[config.mk]
export PLATFORM = sky130hd
export DESIGN_NAME = hsv_to_rgb_converter_unit
export DESIGN_NICKNAME = d
export VERILOG_FILES = /design/src/hw/rtl/hsvrgb_pkg.sv /design/src/hw/rtl/hsv_to_rgb_converter_unit.sv
export SDC_FILE = /design/constraint.sdc
export NUM_CORES = 2
export LEC_CHECK = 0
export BUFFER_PORTS_ARGS = -buffer_cell sky130_fd_sc_hd__buf_2
export CORE_ASPECT_RATIO = 1.5
export CORE_MARGIN = 1
export CORE_UTILIZATION = 53
export DETAILED_ROUTE_END_ITERATION = 6
export PLACE_DENSITY = 0.67
export SYNTH_ARGS = -nofsm -noshare
export SYNTH_HDL_FRONTEND = slang
export SYNTH_SLANG_ARGS = --single-unit
[constraint.sdc]
create_clock -name i_clk -period 18.1 [get_ports i_clk]
set_input_delay 0 -clock i_clk [delete_from_list [all_inputs] [get_ports i_clk]]
set_output_delay 0 -clock i_clk [all_outputs]
set_load 0.005 [all_outputs]
[src/hw/rtl/hsvrgb_pkg.sv]
// Shared types and sector codes for the HSV to RGB converter.
`default_nettype none

package hsvrgb_pkg;

    typedef logic [2:0] t_sector;

    localparam t_sector SECT_0 = 3'd0;
    localparam t_sector SECT_1 = 3'd1;
    localparam t_sector SECT_2 = 3'd2;
    localparam t_sector SECT_3 = 3'd3;
    localparam t_sector SECT_4 = 3'd4;
    localparam t_sector SECT_5 = 3'd5;
    localparam t_sector SECT_WRAP = 3'd6;

    localparam int unsigned CHAN_W = 8;

endpackage

`default_nettype wire

[src/hw/rtl/hsv_to_rgb_converter_unit.sv]
// Top level of the HSV to RGB converter: four-stage six-sector pipeline.
//
// Takes one pixel per clock: a beat is accepted whenever start is high, and busy is
// always low since nothing ever holds the pipeline. Each result appears on o_red,
// o_green and o_blue with o_valid high for one cycle, once it has passed the stage 0
// to 3 registers; the receiver cannot stall. The stages are: clamp and hue times six; the
// s*f, s*(1-f) and v*(1-s) multipliers; the v*(1-sf) and v*(1-sfc) multipliers;
// sector mix and scaling to 8 bits. Inputs above 1.0 are clamped to 1.0, and a hue of
// exactly 1.0 wraps to sector 0.
`default_nettype none

module hsv_to_rgb_converter_unit
    import hsvrgb_pkg::*;
#(
    parameter int unsigned FRAC_BITS = 16
) (
    input  wire logic                 i_clk,
    input  wire logic                 i_rst_n,
    input  wire logic                 start,
    output logic                      busy,
    input  wire logic [FRAC_BITS:0]   i_hue,
    input  wire logic [FRAC_BITS:0]   i_saturation,
    input  wire logic [FRAC_BITS:0]   i_brightness,
    output logic                      o_valid,
    output logic [CHAN_W-1:0]         o_red,
    output logic [CHAN_W-1:0]         o_green,
    output logic [CHAN_W-1:0]         o_blue
);

    localparam int unsigned F = FRAC_BITS;
    localparam int unsigned W = FRAC_BITS + 1;
    localparam int unsigned PW = 2 * W;
    localparam int unsigned HW = W + 3;
    localparam int unsigned BW = W + CHAN_W;
    localparam logic [W-1:0] ONE = {1'b1, {F{1'b0}}};

    // stage 0: clamp, hue times six
    logic [W-1:0]  n_hue, n_sat, n_val;
    logic [HW-1:0] n_h;
    t_sector       n_sect;

    logic          r_s0_vld;
    t_sector       r_s0_sect;
    logic [F-1:0]  r_s0_f;
    logic [W-1:0]  r_s0_sat;
    logic [W-1:0]  r_s0_val;

    assign busy = 1'b0;

    always_comb begin
        n_hue = (i_hue > ONE) ? ONE : i_hue;
        n_sat = (i_saturation > ONE) ? ONE : i_saturation;
        n_val = (i_brightness > ONE) ? ONE : i_brightness;
        n_h   = {1'b0, n_hue, 2'b00} + {2'b00, n_hue, 1'b0};
        n_sect = n_h[F+2:F];
        if (n_sect == SECT_WRAP) begin
            n_sect = SECT_0;
        end
    end

    always_ff @(posedge i_clk) begin
        if (!i_rst_n) begin
            r_s0_vld <= 1'b0;
        end else begin
            r_s0_vld <= start;
        end
    end

    always_ff @(posedge i_clk) begin
        r_s0_sect <= n_sect;
        r_s0_f    <= n_h[F-1:0];
        r_s0_sat  <= n_sat;
        r_s0_val  <= n_val;
    end

    // stage 1: s*f, s*(1-f), v*(1-s)
    logic [PW-1:0] n_m_sf, n_m_sfc, n_m_p;

    logic          r_s1_vld;
    t_sector       r_s1_sect;
    logic [W-1:0]  r_s1_sf;
    logic [W-1:0]  r_s1_sfc;
    logic [W-1:0]  r_s1_p;
    logic [W-1:0]  r_s1_val;

    always_comb begin
        n_m_sf  = PW'(r_s0_sat) * PW'({1'b0, r_s0_f});
        n_m_sfc = PW'(r_s0_sat) * PW'(ONE - {1'b0, r_s0_f});
        n_m_p   = PW'(r_s0_val) * PW'(ONE - r_s0_sat);
    end

    always_ff @(posedge i_clk) begin
        if (!i_rst_n) begin
            r_s1_vld <= 1'b0;
        end else begin
            r_s1_vld <= r_s0_vld;
        end
    end

    always_ff @(posedge i_clk) begin
        r_s1_sect <= r_s0_sect;
        r_s1_sf   <= n_m_sf[2*F:F];
        r_s1_sfc  <= n_m_sfc[2*F:F];
        r_s1_p    <= n_m_p[2*F:F];
        r_s1_val  <= r_s0_val;
    end

    // stage 2: v*(1-sf), v*(1-sfc)
    logic [PW-1:0] n_m_q, n_m_t;

    logic          r_s2_vld;
    t_sector       r_s2_sect;
    logic [W-1:0]  r_s2_p;
    logic [W-1:0]  r_s2_q;
    logic [W-1:0]  r_s2_t;
    logic [W-1:0]  r_s2_val;

    always_comb begin
        n_m_q = PW'(r_s1_val) * PW'(ONE - r_s1_sf);
        n_m_t = PW'(r_s1_val) * PW'(ONE - r_s1_sfc);
    end

    always_ff @(posedge i_clk) begin
        if (!i_rst_n) begin
            r_s2_vld <= 1'b0;
        end else begin
            r_s2_vld <= r_s1_vld;
        end
    end

    always_ff @(posedge i_clk) begin
        r_s2_sect <= r_s1_sect;
        r_s2_p    <= r_s1_p;
        r_s2_q    <= n_m_q[2*F:F];
        r_s2_t    <= n_m_t[2*F:F];
        r_s2_val  <= r_s1_val;
    end

    // stage 3: sector mix, scale by 255
    logic [W-1:0]  n_r, n_g, n_b;
    logic [BW-1:0] n_r255, n_g255, n_b255;

    logic          r_s3_vld;
    logic [CHAN_W-1:0] r_red, r_green, r_blue;

    always_comb begin
        unique case (r_s2_sect)
            SECT_0: begin
                n_r = r_s2_val; n_g = r_s2_t;   n_b = r_s2_p;
            end
            SECT_1: begin
                n_r = r_s2_q;   n_g = r_s2_val; n_b = r_s2_p;
            end
            SECT_2: begin
                n_r = r_s2_p;   n_g = r_s2_val; n_b = r_s2_t;
            end
            SECT_3: begin
                n_r = r_s2_p;   n_g = r_s2_q;   n_b = r_s2_val;
            end
            SECT_4: begin
                n_r = r_s2_t;   n_g = r_s2_p;   n_b = r_s2_val;
            end
            default: begin
                n_r = r_s2_val; n_g = r_s2_p;   n_b = r_s2_q;
            end
        endcase
        n_r255 = {n_r, {CHAN_W{1'b0}}} - {{CHAN_W{1'b0}}, n_r};
        n_g255 = {n_g, {CHAN_W{1'b0}}} - {{CHAN_W{1'b0}}, n_g};
        n_b255 = {n_b, {CHAN_W{1'b0}}} - {{CHAN_W{1'b0}}, n_b};
    end

    always_ff @(posedge i_clk) begin
        if (!i_rst_n) begin
            r_s3_vld <= 1'b0;
        end else begin
            r_s3_vld <= r_s2_vld;
        end
    end

    always_ff @(posedge i_clk) begin
        r_red   <= n_r255[F+CHAN_W-1:F];
        r_green <= n_g255[F+CHAN_W-1:F];
        r_blue  <= n_b255[F+CHAN_W-1:F];
    end

    assign o_valid = r_s3_vld;
    assign o_red   = r_red;
    assign o_green = r_green;
    assign o_blue  = r_blue;

endmodule

`default_nettype wire

==> flow_summary.json <==
{
  "maxCapViolCount": 0,
  "fmax_ghz": 0.116,
  "drt_wl_total_um": 136000,
  "cts_made_buffers": 25,
  "post_cts_buffers": 0,
  "final.setup.tns_ps": 0,
  "antenna_found_initial": 2,
  "drtIter0Drc": 1886,
  "synth_nets": 7952,
  "synth_compound_area_share_pct": 4.45,
  "ys_warn_count": 0,
  "num-nets-final": 7919,
  "violations": "design-rule violations",
  "required_ps": 18620,
  "yosysUniqueCellTypes": 81,
  "clk_pin_slew_ps": 60,
  "yosys.area_share.adder_pct": 54.6,
  "hold_violations": 0,
  "grt_start_max_net_pins": 77,
  "grt_usage_pct": 27.3,
  "portBuffers": 78,
  "synthCells": 6181,
  "synthSimpleGateAreaFrac_pct": 17.2,
  "syn_area_per_cell_um2": 8.86,
  "synth-edff-count": 0,
  "cts_tree": "built",
  "initial_core_util_pct": 53.4,
  "via_count": 40200,
  "max_stage_delay_ps": 940,
  "min_period_ps": 8600,
  "critPathMostFrequentCell": "fa_1",
  "netlist_area_um2": 54700,
  "synthMuxAreaShare_pct": 0.990,
  "htreeDepth": 1,
  "slowest_stage": "xor2_1",
  "cts_resized": 0,
  "wl_per_cell_um": 18.2,
  "drc_errors": 7,
  "synth_ff_type": "dfxtp_1",
  "final-setup-viol-count": 0,
  "synth-xor-area-share_pct": 2.96,
  "min_period_over_period_pct": 47.5,
  "slew_headroom_pct": 12.4,
  "clock_skew_ps": 37.9,
  "slew_violations": 0,
  "synth_top_family_by_area": "adder cells",
  "clockBufferDepth": 3,
  "end_kind": "flip-flop",
  "io_pins": 80,
  "grt-ovfl-total": 0,
  "die_area_um2": 105000,
  "worstMarginPinSlew_ps": 1310,
  "viasPerCell": 5.38,
  "fp.dieW_um": 264,
  "min-delay-path-class": "in2reg",
  "worstPathArrival_ps": 9120,
  "final_layout_size_suffix_gt1_share_pct": 4.69,
  "rsz0062_at_grt": "no",
  "ys_seq_elements": 222,
  "root_buffer": "clkbuf_16",
  "ys_seq_area_share_pct": 8.12,
  "ys_async_sr_fraction_pct": 0,
  "critical_path_class": "reg2reg",
  "clock_latency_ps": 610,
  "grt_pass1_wl_um": 226000,
  "path_max_fanout": 30,
  "fp.coreArea_um2": 103000,
  "whs_ps": 49.2,
  "place_congestion": 0.936,
  "die_y_um": 396,
  "drt-pass1-iter-count": 7,
  "grt_pass1_vias": 44400,
  "worst_setup_path_start_kind": "flip-flop",
  "areaGrowthSynthToFinish_pct": 5.76,
  "cts_sinks": 222,
  "outcome": "finished with violations",
  "dp_hpwl_um": 105000,
  "ant_nets": 0,
  "row_count": 144
}
final cells by class:
| class | instances | area, µm² |
|---|---|---|
| Antenna cell | 1 | 2.50 |
| Tap cell | 1314 | 1640 |
| Sequential cell | 222 | 4450 |
| Multi-Input combinational cell | 4255 | 44000 |
| Fill cell | 9155 | 44600 |
| Inverter | 1417 | 5320 |
| Clock inverter | 15 | 176 |
| Clock buffer | 29 | 681 |
| Timing Repair Buffer | 227 | 1640 |
layer usage:
layer  vias to the layer above  global-route usage [%]  part of all wire (%)
met1                     20400                    31.4                    38
met2                      1150                    49.7                    52
met3                       389                    2.76                   4.6
li1                      18300                       -                     -
met4                         0                    14.4                   5.9
met5                         -                       0                     0
cells in the mapped netlist, types with 19 or more instances:
master / instances / share of area, %
nand2b_1: 20 / 0.23
clkbuf_1: 262 / 1.8
nand2_1: 887 / 6.1
dfxtp_1: 222 / 8.1
and3_1: 19 / 0.22
nor3_1: 63 / 0.58
inv_1: 1414 / 9.7
xnor2_1: 133 / 2.1
and2_1: 561 / 6.4
fa_1: 1118 / 41
a21oi_1: 117 / 1.1
mux2i_1: 44 / 0.80
nor4_1: 25 / 0.29
nand3_1: 31 / 0.28
xor2_1: 52 / 0.83
nor2_1: 169 / 1.2
o21a_1: 32 / 0.44
or2_2: 31 / 0.35
a21o_1: 38 / 0.52
ha_1: 599 / 14
o21ai_0: 46 / 0.42
nor2b_1: 71 / 0.81
cell families after synthesis:
group                      after synthesis
adders and majority gates             1717
xor gates and xnor gates               185
DFF                                    222
and+or+nand+nor                       1934
buffers and inverters                 1704
AOI/OAI and AO/OA                      366
muxes                                   52
other                                    1
flip-flops by register name, indices dropped and copies added, names as in the netlist:
signal and flops:
o_blue 8, o_green 8, o_red 8, o_valid 1, r_s0_f 15, r_s0_sat 17
r_s0_sect 3, r_s0_val 17, r_s0_vld 1, r_s1_p 17, r_s1_sect 3, r_s1_sf 17
r_s1_sfc 17, r_s1_val 17, r_s1_vld 1, r_s2_p 17, r_s2_q 17, r_s2_sect 3
r_s2_t 17, r_s2_val 17, r_s2_vld 1
stage by stage:
stage / instances / area, µm² / setup WS (ps) / utilization, %
3_3_place_gp: 7383 / 56500 / 9610 / 55.1
5_1_grt: 7479 / 57900 / 8860 / 56.5
4_1_cts: 7479 / 57900 / 9420 / 56.5
2_1_floorplan: 6181 / 54700 / 10890 / -
6_report: 7480 / 57900 / 9500 / 56.5
3_5_place_dp: 7383 / 56500 / 9480 / 55.1
what timing repair did:
action                                  in CTS  in global routing
endpoints found under the hold margin       48                  0
hold buffers                                52                  0
endpoints found under the setup margin       0                  0
worst max-delay path, delay by kind of cell, from the launching register on:
kind            cells  cell delay, ps
fa+ha+maj           8            3550
xor+xnor            2            1090
compound gates      7            1670
buf+inv             5             690
simple gates        6             770
flops               1             710
cell usage in the layout (no fill, tap or decap), drive strengths merged, types with 25 or more instances in the layout:
| cell type | synthesis | layout |
|---|---|---|
| xnor2 | 133 | 133 |
| fa | 1118 | 1118 |
| nor2 | 169 | 169 |
| o21ai | 59 | 59 |
| or2 | 33 | 33 |
| dfxtp | 222 | 222 |
| xor2 | 52 | 52 |
| a21o | 38 | 38 |
| nor3 | 67 | 67 |
| clkbuf | 262 | 29 |
| and2 | 561 | 561 |
| ha | 599 | 599 |
| mux2i | 44 | 44 |
| nor4 | 25 | 25 |
| a21oi | 117 | 117 |
| o21a | 32 | 32 |
| inv | 1417 | 1423 |
| dlygate4sd3 | 0 | 52 |
| nand3 | 31 | 31 |
| buf | 25 | 175 |
| nor2b | 71 | 71 |
| nand2 | 887 | 887 |
path summary, 6_finish.rpt:
path                               start                   end  slack [ps]  cells after the start
hold / removal                  i_hue[7]     r_s0_f[9]$_DFF_P_          50                      4
setup / recovery  r_s0_sat[0]$_SDFF_PN0_    r_s1_p[16]$_DFF_P_        9500                     28
setup reg to reg  r_s0_sat[0]$_SDFF_PN0_    r_s1_p[16]$_DFF_P_        9500                     28
hold reg to reg     r_s1_sect[1]$_DFF_P_  r_s2_sect[1]$_DFF_P_         310                      0
Power is left out: the tool's default activity adds up to more than one toggle a clock period on the data nets, which glitch-free logic cannot reach.
